`config.mk`:
```
export PLATFORM = sky130hd
export DESIGN_NAME = mse_ctrl
export DESIGN_NICKNAME = d
export VERILOG_FILES = /design/src/rtl/mse_pkg.sv /design/src/rtl/mse_ctrl.sv
export SDC_FILE = /design/constraint.sdc
export NUM_CORES = 1
export LEC_CHECK = 0
export CORE_AREA = 8 8 45 47
export CTS_CLUSTER_SIZE = 30
export DETAILED_ROUTE_END_ITERATION = 7
export DIE_AREA = 0 0 53 55
export DONT_BUFFER_PORTS = 1
export SLEW_MARGIN = 20
export SYNTH_ARGS = -nofsm -noshare
export SYNTH_HDL_FRONTEND = slang
export SYNTH_SLANG_ARGS = --single-unit
```
`constraint.sdc`:
```
create_clock -name clk -period 1.8 [get_ports clk]
set_clock_uncertainty 0.1 [all_clocks]
set_input_delay 0 -clock clk [delete_from_list [all_inputs] [get_ports clk]]
set_output_delay 0 -clock clk [all_outputs]
set_load 0.03 [all_outputs]
```
`src/rtl/mse_pkg.sv`:
```
// mse_pkg: shared types and constants of the instruction execute block.
// Holds opcode and function codes, status codes, state and command types.
// No dependencies.
`timescale 1ns / 1ps

package mse_pkg;

    localparam int INSTR_W  = 32;
    localparam int LINE_W   = 10;
    localparam int STATUS_W = 3;
    localparam int RNUM_W   = 5;
    localparam int PKIND_W  = 2;
    localparam int SWORD_W  = 10;
    localparam int OUT_W    = 96;

    localparam logic [5:0] OP_SPECIAL = 6'd0;
    localparam logic [5:0] OP_EXIT    = 6'd1;
    localparam logic [5:0] OP_J       = 6'd2;
    localparam logic [5:0] OP_JAL     = 6'd3;
    localparam logic [5:0] OP_BEQ     = 6'd4;
    localparam logic [5:0] OP_BNE     = 6'd5;
    localparam logic [5:0] OP_BLEZ    = 6'd6;
    localparam logic [5:0] OP_BGTZ    = 6'd7;
    localparam logic [5:0] OP_ADDI    = 6'd8;
    localparam logic [5:0] OP_LUI     = 6'd15;
    localparam logic [5:0] OP_LW      = 6'd35;
    localparam logic [5:0] OP_SW      = 6'd43;

    localparam logic [5:0] FN_SLL     = 6'd0;
    localparam logic [5:0] FN_SRL     = 6'd2;
    localparam logic [5:0] FN_JR      = 6'd8;
    localparam logic [5:0] FN_SYSCALL = 6'd12;
    localparam logic [5:0] FN_MFHI    = 6'd16;
    localparam logic [5:0] FN_MFLO    = 6'd18;
    localparam logic [5:0] FN_MULT    = 6'd24;
    localparam logic [5:0] FN_DIV     = 6'd26;
    localparam logic [5:0] FN_ADD     = 6'd32;
    localparam logic [5:0] FN_SUB     = 6'd34;
    localparam logic [5:0] FN_AND     = 6'd36;
    localparam logic [5:0] FN_OR      = 6'd37;
    localparam logic [5:0] FN_XOR     = 6'd38;
    localparam logic [5:0] FN_SLT     = 6'd42;

    localparam logic [2:0] STS_OK       = 3'd0;
    localparam logic [2:0] STS_UNKNOWN  = 3'd1;
    localparam logic [2:0] STS_RANGE    = 3'd2;
    localparam logic [2:0] STS_MISALIGN = 3'd3;
    localparam logic [2:0] STS_OVERFLOW = 3'd4;
    localparam logic [2:0] STS_EXIT     = 3'd5;
    localparam logic [2:0] STS_SYSCALL  = 3'd6;
    localparam logic [2:0] STS_DIVZERO  = 3'd7;

    localparam logic [1:0] PK_NONE = 2'd0;
    localparam logic [1:0] PK_INT  = 2'd1;
    localparam logic [1:0] PK_CHAR = 2'd2;

    localparam logic [31:0] SYS_PRINT_INT  = 32'd1;
    localparam logic [31:0] SYS_PRINT_CHAR = 32'd11;

    localparam logic [4:0] REG_V0 = 5'd2;
    localparam logic [4:0] REG_A0 = 5'd4;
    localparam logic [4:0] REG_RA = 5'd31;

    typedef enum logic [2:0] {
        ST_CLEAR,
        ST_IDLE,
        ST_EXEC,
        ST_DIV,
        ST_MIDX,
        ST_WB
    } state_t;

    typedef enum logic [2:0] {
        CLS_SIMPLE,
        CLS_MULT,
        CLS_DIV,
        CLS_LOAD,
        CLS_MEMMOD
    } cls_t;

    typedef struct packed {
        logic capture;
        logic mul_load;
        logic div_start;
        logic div_mod;
        logic mem_rd;
        logic clear;
        logic commit;
    } cmd_t;

    typedef struct packed {
        cls_t cls;
        logic is_load;
        logic div_busy;
        logic out_free;
        logic clear_last;
    } stat_t;

endpackage

```
`src/rtl/mse_ctrl.sv`:
```
// mse_ctrl: sequencer of the execute block.
// Steps each instruction through capture, execute, long operations and write-back.
// Depends on mse_pkg.
`timescale 1ns / 1ps

module mse_ctrl (
    input  logic           clk,
    input  logic           rst_n,
    input  logic           s_tvalid,
    input  mse_pkg::stat_t stat,
    output logic           s_tready,
    output mse_pkg::cmd_t  cmd
);
    import mse_pkg::*;

    state_t state_reg;
    state_t state_next;

    always_ff @(posedge clk or negedge rst_n)
    begin
        if (!rst_n)
        begin
            state_reg <= ST_CLEAR;
        end
        else
        begin
            state_reg <= state_next;
        end
    end

    always_comb
    begin
        state_next = state_reg;
        s_tready   = 1'b0;
        cmd        = '0;
        case (state_reg)
            ST_CLEAR:
            begin
                cmd.clear = 1'b1;
                if (stat.clear_last)
                begin
                    state_next = ST_IDLE;
                end
            end
            ST_IDLE:
            begin
                s_tready = 1'b1;
                if (s_tvalid)
                begin
                    cmd.capture = 1'b1;
                    state_next  = ST_EXEC;
                end
            end
            ST_EXEC:
            begin
                case (stat.cls)
                    CLS_SIMPLE:
                    begin
                        if (stat.out_free)
                        begin
                            cmd.commit = 1'b1;
                            state_next = ST_IDLE;
                        end
                        else
                        begin
                            state_next = ST_WB;
                        end
                    end
                    CLS_MULT:
                    begin
                        cmd.mul_load = 1'b1;
                        state_next   = ST_WB;
                    end
                    CLS_DIV:
                    begin
                        cmd.div_start = 1'b1;
                        state_next    = ST_DIV;
                    end
                    CLS_LOAD:
                    begin
                        cmd.mem_rd = 1'b1;
                        state_next = ST_WB;
                    end
                    CLS_MEMMOD:
                    begin
                        cmd.div_start = 1'b1;
                        cmd.div_mod   = 1'b1;
                        state_next    = ST_MIDX;
                    end
                    default:
                    begin
                        state_next = ST_WB;
                    end
                endcase
            end
            ST_DIV:
            begin
                if (!stat.div_busy)
                begin
                    state_next = ST_WB;
                end
            end
            ST_MIDX:
            begin
                if (!stat.div_busy)
                begin
                    cmd.mem_rd = stat.is_load;
                    state_next = ST_WB;
                end
            end
            ST_WB:
            begin
                if (stat.out_free)
                begin
                    cmd.commit = 1'b1;
                    state_next = ST_IDLE;
                end
            end
            default:
            begin
                state_next = ST_IDLE;
            end
        endcase
    end

endmodule

```
Word-level counts from Yosys, hierarchy flattened
Cells that the tools add are included.
W data, S select, Z words.
{"block": "totals", "reg_bits": 3, "latchBits": 0, "ram_bits": 0, "romBits": 0, "in_bits": 10, "out_inout_bits": 8, "elab_cells": 40, "n_memories": 0}
{"block": "op_classes", "add_sub_neg": 0, "mul": 0, "div": 0, "n_lt_le_gt_ge": 0, "eq_ne": 13, "shifts": 0, "mux": 21, "bitwise": 0, "n_reduce_logical": 5}
{"op": "$mux W3", "n": 6}
{"op": "$pmux W3 S5", "n": 1}
{"op": "$eq A3 B2 Y1 const B", "n": 4}
{"op": "$mux W1", "n": 11}
{"op": "$eq A3 B3 Y1 const B", "n": 3}
{"op": "$pmux W3 S3", "n": 1}
{"op": "$ne A2 B2 Y1 const B", "n": 4}
{"op": "$eq A3 B1 Y1 const B", "n": 2}
{"op": "$logic_not A3 Y1", "n": 2}
{"op": "$pmux W1 S2", "n": 2}
{"op": "$reduce_and A4 Y1", "n": 1}
{"op": "$reduce_or A2 Y1", "n": 2}

Longest topological paths before layout
Gate-level depths: netlist (run 1).
{"block": "logic_depth", "word_depth": 4, "ltp_mapped": 4, "depth_no_buf": 4}

Least setup slack after synthesis (run 1)
Ideal clock, no wire load.
{"block": "synth_path", "path_kind": "reg-to-reg", "from": "reg state_reg[0]", "to": "reg state_reg[0]", "t_arrival_ns": 1.772, "required_ns": 1.575, "slack_ns": -0.196, "stages_incl_launch_ff": 5, "synth_period_minus_slack_ns": 1.996, "cell_sequence": "dfrtp_1 -> or4b_4 -> nor3b_2 -> a21oi_1 -> mux2_2"}
{"block": "synth_via", "elab_chain_len": 4, "elab_cells_between_ends": 13}
{"item": "start: declaration", "line": "mse_ctrl.sv:16", "text": "state_t state_reg;"}
{"item": "start signal: assignment", "line": "mse_ctrl.sv:27", "text": "state_reg <= state_next;"}
{"item": "$eq A3 B3 Y1 / $eq A3 B2 Y1 (equally long branches)", "line": "mse_ctrl.sv:36", "text": "case (state_reg)"}
{"item": "$reduce_or A2 Y1 (no source line)"}
{"item": "$ne A2 B2 Y1 (no source line)"}
{"item": "$reduce_and A4 Y1 (no source line)"}
Parallel ways exist; a longest one is shown, timed or not.
A chain may end at the register's enable or synchronous reset.

==> summary.md, run 1 <==
| Metric | Value |
|---|---|
| Outcome | `completed` |
| Worst-path maximum fanout | `6` |
| NetSw | `0.3318 mW` |
| Synth Register Bits | `3` |
| Clk buf depth | `2` |
| Largest cells by area after synthesis | `dfrtp_1 (25%), a21oi_1 (6.6%), nor3_1 (6.6%), nand3_1 (5.0%), nand3b_1 (5.0%)` |
| Syn Inst Count | `39` |
| Final wirelength | `between 1000 and 1500 µm` |
| Combinational share of power | `between 60% and 70%` |
| Worst slew margin | `82.42%` |
| I/O Buffers | `0` |
| Initial antenna violation count | `0` |
| Vias in the first global route | `~430` |
| Grt ovf | `0` |
| P per Cell Area | `roughly 1400 mW/mm²` |
| Syn_nets | `49` |
| Worst setup SP type | `flop` |
| Root Driver | `clkbuf_4` |
| Mapped Area | `between 300 and 400 µm²` |
| Distinct cells, synth | `23` |
| DP Wirelength | `slightly below 800 µm` |
| First-pass iteration count of the detailed router | `4` |
| # DRC | `0` |
| Final setup violation count | `0` |
| Initial core utilization | `21.79%` |
| WL/cell | `between 10 and 15 µm` |
| Tightest Pin Transition | `0.2634 ns` |
| Int Pwr | `around 0.4 mW` |
| Final Hold Viols | `0` |
| Number of enable flip-flop cells after synthesis | `0` |
| Fin crit period | `around 1.7 ns` |
| Worst vdd ir | `roughly 0.71 mV` |
| Antenna Cells | `0` |
| Setup ws final | `between 0.07 and 0.08 ns` |
| Worst Path Required | `between 1.5 and 2 ns` |
| CTS tree | `done` |
| Fin cells | `76` |
| Max-slew violations | `0` |
| Tot Pwr | `between 0.7 and 0.8 mW` |
| Die Width | `~53 µm` |
| Pre-CTS setup slack | `approximately 0.14 ns` |
| # clock sinks | `3` |
| Placed cells | `63` |
| I/O Pins | `18` |
| Layout Nets | `71` |
| Critical-path top delay cell | `or4b_4` |
| GRT Util Overall | `under 10%` |
| Total of max-cap violations | `0` |
| Top FF cell, synth | `dfrtp_1` |
| CP Cell Sequence | `or4b_4, nor3_2, a21oi_1, nor2b_1, buf_4` |
| Net Sw Frac | `between 40% and 50%` |
| Post-CTS Setup Bufs | `0` |
| Layout cell share with drive strength beyond 1 | `between 30% and 40%` |
| Core ar. | `between 0.001 and 0.0015 mm²` |
| Area growth from synthesis to layout | `73.86%` |
| Vias per cell | `4.908` |
| RD Place Congestion | `0.7837` |
| Final worst-path cycle share | `between 90% and 100%` |
| Final core utilization | `a little under two fifths` |
| Critical Path AT | `about 1.6 ns` |
| CTS buffer count | `3` |
| Ys async rst share | `100.0%` |
| Post-route ant nets | `0` |
| Top-area cell type share of the netlist area | `around a quarter` |
| Max reg flops | `3` |
| Leakage Power | `roughly 0.23 nW` |
| Hold/Removal Path Class | `in -> reg` |
| Sequential fraction of design power | `between 10% and 20%` |
| Clock slew at reported path FFs | `roughly 0.04 ns` |
| Post-synth top cells | `a21oi_1 (4), nor3_1 (4), dfrtp_1 (3), nand2_1 (3), nand3_1 (3)` |
| Die H | `55 µm` |
| First-pass GRT wire length | `around 1800 µm` |
| Largest net degree at the start of global routing | `14` |
| DR vias | `373` |
| Placement Rows | `14` |
| Crit-path max cell delay | `~0.53 ns` |
| Max Fclk | `approximately 580 MHz` |
| Part of the power in the clock network | `between 15 and 20%` |
| Die Area | `0.002915 mm²` |
| Clk_lat worst skew | `0.23 ns` |
| Initial DRC Count | `3` |
| Setup total negative slack | `0 ns` |
| Worst setup path category | `reg -> out` |
| H-tree depth | `1` |
| CP Capture Type | `output pin` |
| Syn Area/Cell | `roughly 7.7 µm²` |
| Cell accounting for the most synthesized area | `dfrtp_1` |
| Synthesis Warnings | `0` |
| Sequential area share after synthesis | `about a quarter` |
metal layers:
metal / track usage, % / wire length [µm] / part of all wire (%) / vias up
met5: 0 / 0 / 0 / -
met4: 6.034 / 9 / 0.83 / 0
met3: 1.872 / 77 / 7.1 / 2
met2: 14.06 / 587 / 54 / 12
met1: 8.397 / 405 / 38 / 176
li1: - / - / - / 183
metrics by stage:
stage               hold WS [ns]  cell area, µm²
floorplan                -0.3956           307.8
global placement         -0.3955           395.4
detailed placement       -0.3955           395.4
CTS                      0.01662           511.7
global route             0.06278           524.3
finish                   0.02023           524.3
worst max-delay path, delay by kind of cell, from the launching register on:
| family | cells | cell delay (ns) |
|---|---|---|
| simple gates | 3 | 0.76 |
| flops | 1 | 0.41 |
| buf+inv | 1 | 0.16 |
| compound gates | 1 | 0.06 |
cell families (layout without fill, tap and decap cells):
group	count (synthesis)	in the layout	synth area share (%)
muxes	2	2	7.054
and+or+nand+nor	23	23	48.13
AOI/OAI and AO/OA	7	7	13.28
buffers and inverters	3	24	3.734
xor gates and xnor gates	1	1	2.905
DFF	3	3	24.90
cell type report:
cell class	count	area (µm²)
multi-input combinational	33	234.0
sequential	3	75.07
timing repair buffer	19	165.2
clock buffer	4	26.28
tap	16	20.02
inverter	1	3.754
fill	145	859.6
layout by cell type (no fill, tap or decap), types with 2 or more instances in the layout:
| master | n |
|---|---|
| nand2_1 | 3 |
| nand3_1 | 3 |
| nor2_1 | 2 |
| dlygate4sd3_1 | 9 |
| buf_4 | 10 |
| nand3b_1 | 2 |
| nor3_1 | 2 |
| clkbuf_4 | 3 |
| a21oi_1 | 4 |
| nor3_2 | 2 |
| dfrtp_1 | 3 |
worst paths after layout:
check,start,endpoint,slack [ns],depth (start not counted)
min,stat[0],state_reg[0]$_DFFE_PN0P_,0.02,3
min reg2reg,state_reg[0]$_DFFE_PN0P_,state_reg[0]$_DFFE_PN0P_,0.62,2
max,state_reg[1]$_DFFE_PN0P_,cmd[0],0.08,5
max in group asynchronous,rst_n,state_reg[1]$_DFFE_PN0P_,0.99,2
min in group asynchronous,rst_n,state_reg[2]$_DFFE_PN0P_,0.46,2
max reg2reg,state_reg[2]$_DFFE_PN0P_,state_reg[1]$_DFFE_PN0P_,0.12,6
power by group through the flow:
stage	Clock [mW]	Sequential, mW	Combinational [mW]
after floorplan	0	0.133	0.307
after global placement	0	0.125	0.453
after detailed placement	0	0.126	0.457
after CTS	0.122	0.125	0.493
after global routing	0.122	0.133	0.543
final	0.116	0.128	0.499
timing repair:
item	in CTS	in global routing
hold buffers	9	0
resized for setup	0	3
hold endpoints to repair	6	0
endpoints found under the setup margin	0	2
Note: power is estimated with default switching activity, not from simulation.
==> run 2: changes to the inputs <==
Clock period 1.8 ns to 1.66 ns, I/O delays scaled along.
==> summary.md, run 2 (synthesized netlist as in run 1, its figures left out) <==
| Metric | Value |
|---|---|
| Outcome | `finished with violations` |
| Failing checks | `setup timing` |
| Max reg flops | `3 (unchanged)` |
| Vias in the first global route | `425 (unchanged)` |
| Worst setup path category | `reg -> out` |
| Placed cells | `64 (+1.6%)` |
| Total of max-cap violations | `0 (unchanged)` |
| Critical-path top delay cell | `or4b_4` |
| # clock sinks | `3 (unchanged)` |
| Worst Path Required | `1.56 ns (-0.14 ns)` |
| FF-to-FF path depth | `4 (-2)` |
| Layout Nets | `71 (unchanged)` |
| M2 GR Usage | `14.65% (+0.59 points)` |
| RD Place Congestion | `0.7631 (-2.6%)` |
| Clk_lat worst skew | `0.23 ns (about the same)` |
| Hold Path Stages | `3 (unchanged)` |
| DR vias | `371 (-0.54%)` |
| # DRC | `0 (unchanged)` |
| First-pass iteration count of the detailed router | `2 (-2)` |
| Pre-CTS setup slack | `-0.006287 ns (-0.1465 ns)` |
| I/O Buffers | `0 (unchanged)` |
| Worst R2R Setup Slack | `-0.04 ns (-0.16 ns)` |
| Layout cell share with drive strength beyond 1 | `35.00% (+3.3 points)` |
| R2r endpoint | `state_reg[0]$_DFFE_PN0P_` |
| Setup ws final | `-0.06450 ns (-0.1415 ns)` |
| Most common cell after layout, fill and taps aside | `buf_4` |
| Final wirelength | `1095 µm (+1.4%)` |
| Post-CTS Setup Bufs | `0 (unchanged)` |
| Max-slew violations | `0 (unchanged)` |
| Sequential fraction of design power | `15.4% (-1.8 points)` |
| Fin cells | `76 (unchanged)` |
| Critical Path AT | `1.62 ns (about the same)` |
| Post-route ant nets | `0 (unchanged)` |
| Largest net degree at the start of global routing | `14 (unchanged)` |
| Hold Worst Slack | `0.008698 ns (-0.01153 ns)` |
| Root Driver | `clkbuf_4` |
| Net Sw Frac | `44.70% (about the same)` |
| Hold/Removal Path Class | `in -> reg` |
| Final worst-path cycle share | `103.9%` |
| Hold EP | `state_reg[0]$_DFFE_PN0P_` |
| Area growth from synthesis to layout | `78.01%` |
| NetSw | `0.3652 mW (+10%)` |
| CTS tree | `done` |
| Antenna Cells | `0 (unchanged)` |
| Initial antenna violation count | `0 (unchanged)` |
| CP Cell Sequence | `or4b_4, nor3_4, a21oi_2, nor2b_2, buf_6` |
| CP Capture Type | `output pin` |
| Fill count | `153 (+5.5%)` |
| CP Buf/Inv Count | `1 (unchanged)` |
| H-tree depth | `1 (unchanged)` |
| Worst vdd ir | `0.8670 mV (+23%)` |
| Int Pwr | `0.4519 mW (+10%)` |
| Part of the power in the clock network | `15.9% (+0.3 points)` |
| Initial DRC Count | `9 (+6)` |
| Worst slew margin | `82.75% (+0.33 points)` |
| Clk buf depth | `2 (unchanged)` |
| Crit Reg-Reg Startpoint | `state_reg[0]$_DFFE_PN0P_` |
| Final setup violation count | `3 (+3)` |
| Worst setup SP type | `flop` |
| Gr busiest metal | `met2` |
| Die H | `55 µm (unchanged)` |
| Max Fclk | `around 580 MHz` |
| Vias per cell | `4.882 (-0.54%)` |
| Grt ovf | `0 (unchanged)` |
| I/O Pins | `18 (unchanged)` |
| Delay-heaviest family, CP | `simple AND/OR/NAND/NOR gates` |
| Tot Pwr | `0.8171 mW (+10%)` |
| Fin crit period | `around 1.7 ns` |
| Core ar. | `0.001384 mm² (unchanged)` |
| Initial core utilization | `21.79% (unchanged)` |
| M3 GR Usage | `2.674% (+0.80 points)` |
| Die Width | `53 µm (unchanged)` |
| Tightest Pin Transition | `0.2585 ns (-0.004954 ns)` |
| Final Hold Viols | `0 (unchanged)` |
| CTS buffer count | `3 (unchanged)` |
| P per Cell Area | `1522 mW/mm² (+7.5%)` |
| Crit-path max cell delay | `0.56 ns (+0.03 ns)` |
| First-pass GRT wire length | `1780 µm (-0.39%)` |
| GRT Util Overall | `8.160% (+0.059 points)` |
| Met1 usage | `7.951% (-0.45 points)` |
| Placement Rows | `14 (unchanged)` |
| Worst-path maximum fanout | `3 (-3)` |
| Clock slew at reported path FFs | `0.04 ns (about the same)` |
| DP Wirelength | `788.7 µm (+2.0%)` |
| Setup total negative slack | `-0.1022 ns (-0.1022 ns)` |
| Most frequent cells in the layout | `buf_4 (9), dlygate4sd3_1 (8)` |
| Hold wc startpoint | `stat[0]` |
| WL/cell | `14.41 µm (+1.4%)` |
| Die Area | `0.002915 mm² (unchanged)` |
| Combinational share of power | `68.7% (+1.5 points)` |
| RSZ-0062 raised after global routing | `yes` |
| Leakage Power | `0.2330 nW (+1.9%)` |
[run 2: cell count changes in the layout (fill, tap and decap cells not counted)]
cell	change
a21oi_1	-1
a21oi_2	+1
buf_4	-1
buf_6	+2
dlygate4sd3_1	-1
nor2b_1	-1
nor2b_2	+1
nor3_1	+1
nor3_2	-2
nor3_4	+1
[run 2: timing repair]
item,in CTS,in global routing
hold buffers,8,0
resized for setup,3,3
cloned,0,0
endpoints found under the hold margin,6,0
setup endpoints to repair,3,5
[run 2: worst max-delay path by stage]
stage | cells after the start | slack, ns | end | start
CTS | 5 | -0.07 | cmd[0] | state_reg[0]$_DFFE_PN0P_
global placement | 4 | 0.04 | state_reg[0]$_DFFE_PN0P_ | state_reg[0]$_DFFE_PN0P_
detailed placement | 4 | -0.006 | state_reg[0]$_DFFE_PN0P_ | state_reg[0]$_DFFE_PN0P_
finish | 5 | -0.06 | cmd[0] | state_reg[0]$_DFFE_PN0P_
floorplan | 4 | -0.20 | state_reg[0]$_DFFE_PN0P_ | state_reg[2]$_DFFE_PN0P_
global route | 5 | -0.13 | cmd[0] | state_reg[0]$_DFFE_PN0P_
[run 2: final cells by class]
class | count | area [µm²] | share of cell area [%]
timing repair buffer | 19 | 170.2 | 31.70
tap | 16 | 20.02 | 3.730
clock buffer | 4 | 26.28 | 4.895
inverter | 1 | 3.754 | 0.6993
multi-input combinational | 33 | 241.5 | 44.99
sequential | 3 | 75.07 | 13.99
[run 2: metrics by stage]
step                instance area (µm²)  utilization (%)
floorplan                         310.3                -
global placement                  405.4            29.29
detailed placement                405.4            29.29
CTS                               524.3            37.88
global route                      536.8            38.79
finish                            536.8            38.79
[run 2: tightest hold or removal path, stage by stage]
cell	delay (ns)
nand2b_1	0.04
a21oi_1	0.13
mux2_2	0.15
[run 2: power groups by stage]
stage / logic [mW] / clock network, mW / registers [mW]
5_1_grt: 0.617 / 0.139 / 0.128
4_1_cts: 0.553 / 0.137 / 0.125
3_3_place_gp: 0.522 / 0 / 0.125
2_1_floorplan: 0.335 / 0 / 0.144
3_5_place_dp: 0.526 / 0 / 0.126
6_report: 0.562 / 0.130 / 0.126
[run 2: per-layer routing]
metal / share of wire, % / routed length, µm
met3: 9.1 / 100
met5: 0 / 0
met4: 1.6 / 17
met1: 36 / 399
met2: 53 / 577
==> run 3: changes to the inputs <==
Clock period 1.66 ns to 1.5 ns, I/O delays scaled along.
==> summary.md, run 3 (synthesized netlist as in run 1, its figures left out) <==
| Metric | Value |
|---|---|
| Worst Path Required | `1.40 ns (-0.16 ns)` |
| RD Place Congestion | `0.7575 (-0.73%)` |
| Antenna Cells | `0 (unchanged)` |
| CP Capture Type | `output pin` |
| P per Cell Area | `1745 mW/mm² (+15%)` |
| Die Width | `53 µm (unchanged)` |
| Clk_lat worst skew | `0.23 ns (about the same)` |
| Final setup violation count | `7 (+4)` |
| Initial DRC Count | `3 (-6)` |
| Area growth from synthesis to layout | `97.51%` |
| Root Driver | `clkbuf_4` |
| Tightest Pin Transition | `0.2541 ns (-0.004347 ns)` |
| Fill count | `151 (-1.3%)` |
| Register area | `75.07 µm² (unchanged)` |
| Vias per cell | `4.835 (-0.95%)` |
| Final worst-path cycle share | `114.6%` |
| Hold Worst Slack | `-0.08050 ns (-0.08920 ns)` |
| Worst slew margin | `82.94% (+0.19 points)` |
| Most frequent cells in the layout | `buf_4 (8), dlygate4sd3_1 (7), buf_6 (7)` |
| Largest net degree at the start of global routing | `14 (unchanged)` |
| FF-to-FF path depth | `4 (unchanged)` |
| I/O Buffers | `0 (unchanged)` |
| Total of max-cap violations | `0 (unchanged)` |
| H-tree depth | `1 (unchanged)` |
| Clk buf depth | `2 (unchanged)` |
| Initial antenna violation count | `0 (unchanged)` |
| First-pass iteration count of the detailed router | `2 (unchanged)` |
| Die Area | `0.002915 mm² (unchanged)` |
| First-pass GRT wire length | `1856 µm (+4.3%)` |
| Layout cell share with drive strength beyond 1 | `46.03% (+11 points)` |
| Post-CTS Hold Buffers | `7 (-1)` |
| Post-route ant nets | `0 (unchanged)` |
| Initial core utilization | `21.79% (unchanged)` |
| # DRC | `0 (unchanged)` |
| Critical Path AT | `1.62 ns (about the same)` |
| Clock slew at reported path FFs | `0.04 ns (about the same)` |
| Leakage Power | `0.2527 nW (+8.5%)` |
| Pre-CTS setup slack | `-0.1501 ns (-0.1438 ns)` |
| Failing checks | `hold timing, setup timing` |
| Die H | `55 µm (unchanged)` |
| Vias in the first global route | `421 (-0.94%)` |
| Worst vdd ir | `1.192 mV (+37%)` |
| Hold Path Stages | `3 (unchanged)` |
| Max Fclk | `~580 MHz` |
| Fin crit period | `around 1.7 ns` |
| Final Hold Viols | `2 (+2)` |
| # clock sinks | `3 (unchanged)` |
| Setup ws final | `-0.2185 ns (-0.1540 ns)` |
| GRT Util Overall | `8.415% (+0.26 points)` |
| Hold/Removal Path Class | `in -> reg` |
| Outcome | `finished with violations` |
| Placement Rows | `14 (unchanged)` |
| Final core utilization | `43.04% (+4.2 points)` |
| WL/cell | `13.95 µm (-3.2%)` |
| Most common cell after layout, fill and taps aside | `buf_4` |
| I/O Pins | `18 (unchanged)` |
| CTS tree | `done` |
| Multi-input logic area | `261.5 µm² (+8.3%)` |
| Worst setup SP type | `flop` |
| Max reg flops | `3 (unchanged)` |
| Final wirelength | `1102 µm (+0.64%)` |
| DP Wirelength | `802.7 µm (+1.8%)` |
| DR vias | `382 (+3.0%)` |
| Layout Nets | `74 (+4.2%)` |
| Worst setup path category | `reg -> out` |
| CTS buffer count | `3 (unchanged)` |
| Max-slew violations | `0 (unchanged)` |
| Grt ovf | `0 (unchanged)` |
| Worst-path maximum fanout | `3 (unchanged)` |
| RSZ-0062 raised after global routing | `yes` |
| Core ar. | `0.001384 mm² (unchanged)` |
[run 3: changes by cell type in the layout (fill, tap and decap cells not counted)]
cell and change:
buf_4 -1, buf_6 +5, dlygate4sd3_1 -1, inv_1 -1
inv_2 +1, nor2_1 -2, nor2_2 +1, nor2_4 +1
nor2b_2 -1, nor2b_4 +1, nor3_1 -1, nor3_2 +1
[run 3: per-stage QoR]
| stage | power (mW) | cells | TNS (ns) | cell area, µm² |
|---|---|---|---|---|
| after floorplan | 0.5338 | 39 | -0.3996 | 315.3 |
| after global placement | 0.7201 | 64 | -0.1285 | 410.4 |
| after detailed placement | 0.7286 | 64 | -0.1510 | 410.4 |
| after CTS | 0.9703 | 77 | -0.7223 | 560.5 |
| after global routing | 1.124 | 79 | -1.473 | 595.6 |
| final | 1.039 | 79 | -0.8821 | 595.6 |
[run 3: critical path, cell delays in order (launching register included)]
cell	delay, ns
dfrtp_1	0.37
or4b_4	0.56
nor3_4	0.14
a21oi_1	0.07
nor2b_2	0.12
buf_6	0.13
[run 3: layer usage]
| metal | track usage (%) | part of all wire, % | up-vias |
|---|---|---|---|
| met1 | 8.663 | 38 | 181 |
| met5 | 0 | 0 | - |
| met3 | 4.278 | 11 | 0 |
| met4 | 3.879 | 0 | 0 |
| met2 | 14.06 | 50 | 12 |
| li1 | - | - | 189 |
[run 3: layout make-up]
class | instances | area share (%)
clock buffers | 4 | 4.412
inverters | 1 | 0.6303
multi-input cells | 33 | 43.91
flip-flops and latches | 3 | 12.61
well taps | 16 | 3.361
repair buffers | 22 | 35.08
[run 3: path summary, 6_finish.rpt]
path                                          start                        to  slack (ns)
min                                         stat[4]  state_reg[1]$_DFFE_PN0P_       -0.08
min reg2reg                state_reg[2]$_DFFE_PN0P_  state_reg[1]$_DFFE_PN0P_        0.66
min in group asynchronous                     rst_n  state_reg[1]$_DFFE_PN0P_        0.46
max in group asynchronous                     rst_n  state_reg[2]$_DFFE_PN0P_        0.69
max reg2reg                state_reg[0]$_DFFE_PN0P_  state_reg[0]$_DFFE_PN0P_       -0.20
max                        state_reg[0]$_DFFE_PN0P_                    cmd[0]       -0.22
[run 3: where the power goes]
part	internal, mW	leakage, nW	switching [mW]
Combinational	0.379	0.200	0.378
Sequential	0.121	0.0376	0.0229
Clock	0.0995	0.0150	0.0394
Total	0.599	0.253	0.440
[run 3: repair_timing]
item	4_1_cts	5_1_grt
setup endpoints to repair	6	7
endpoints found under the hold margin	6	1
pin swaps	1	4
buffers inserted	2	2
gates resized for setup	10	6
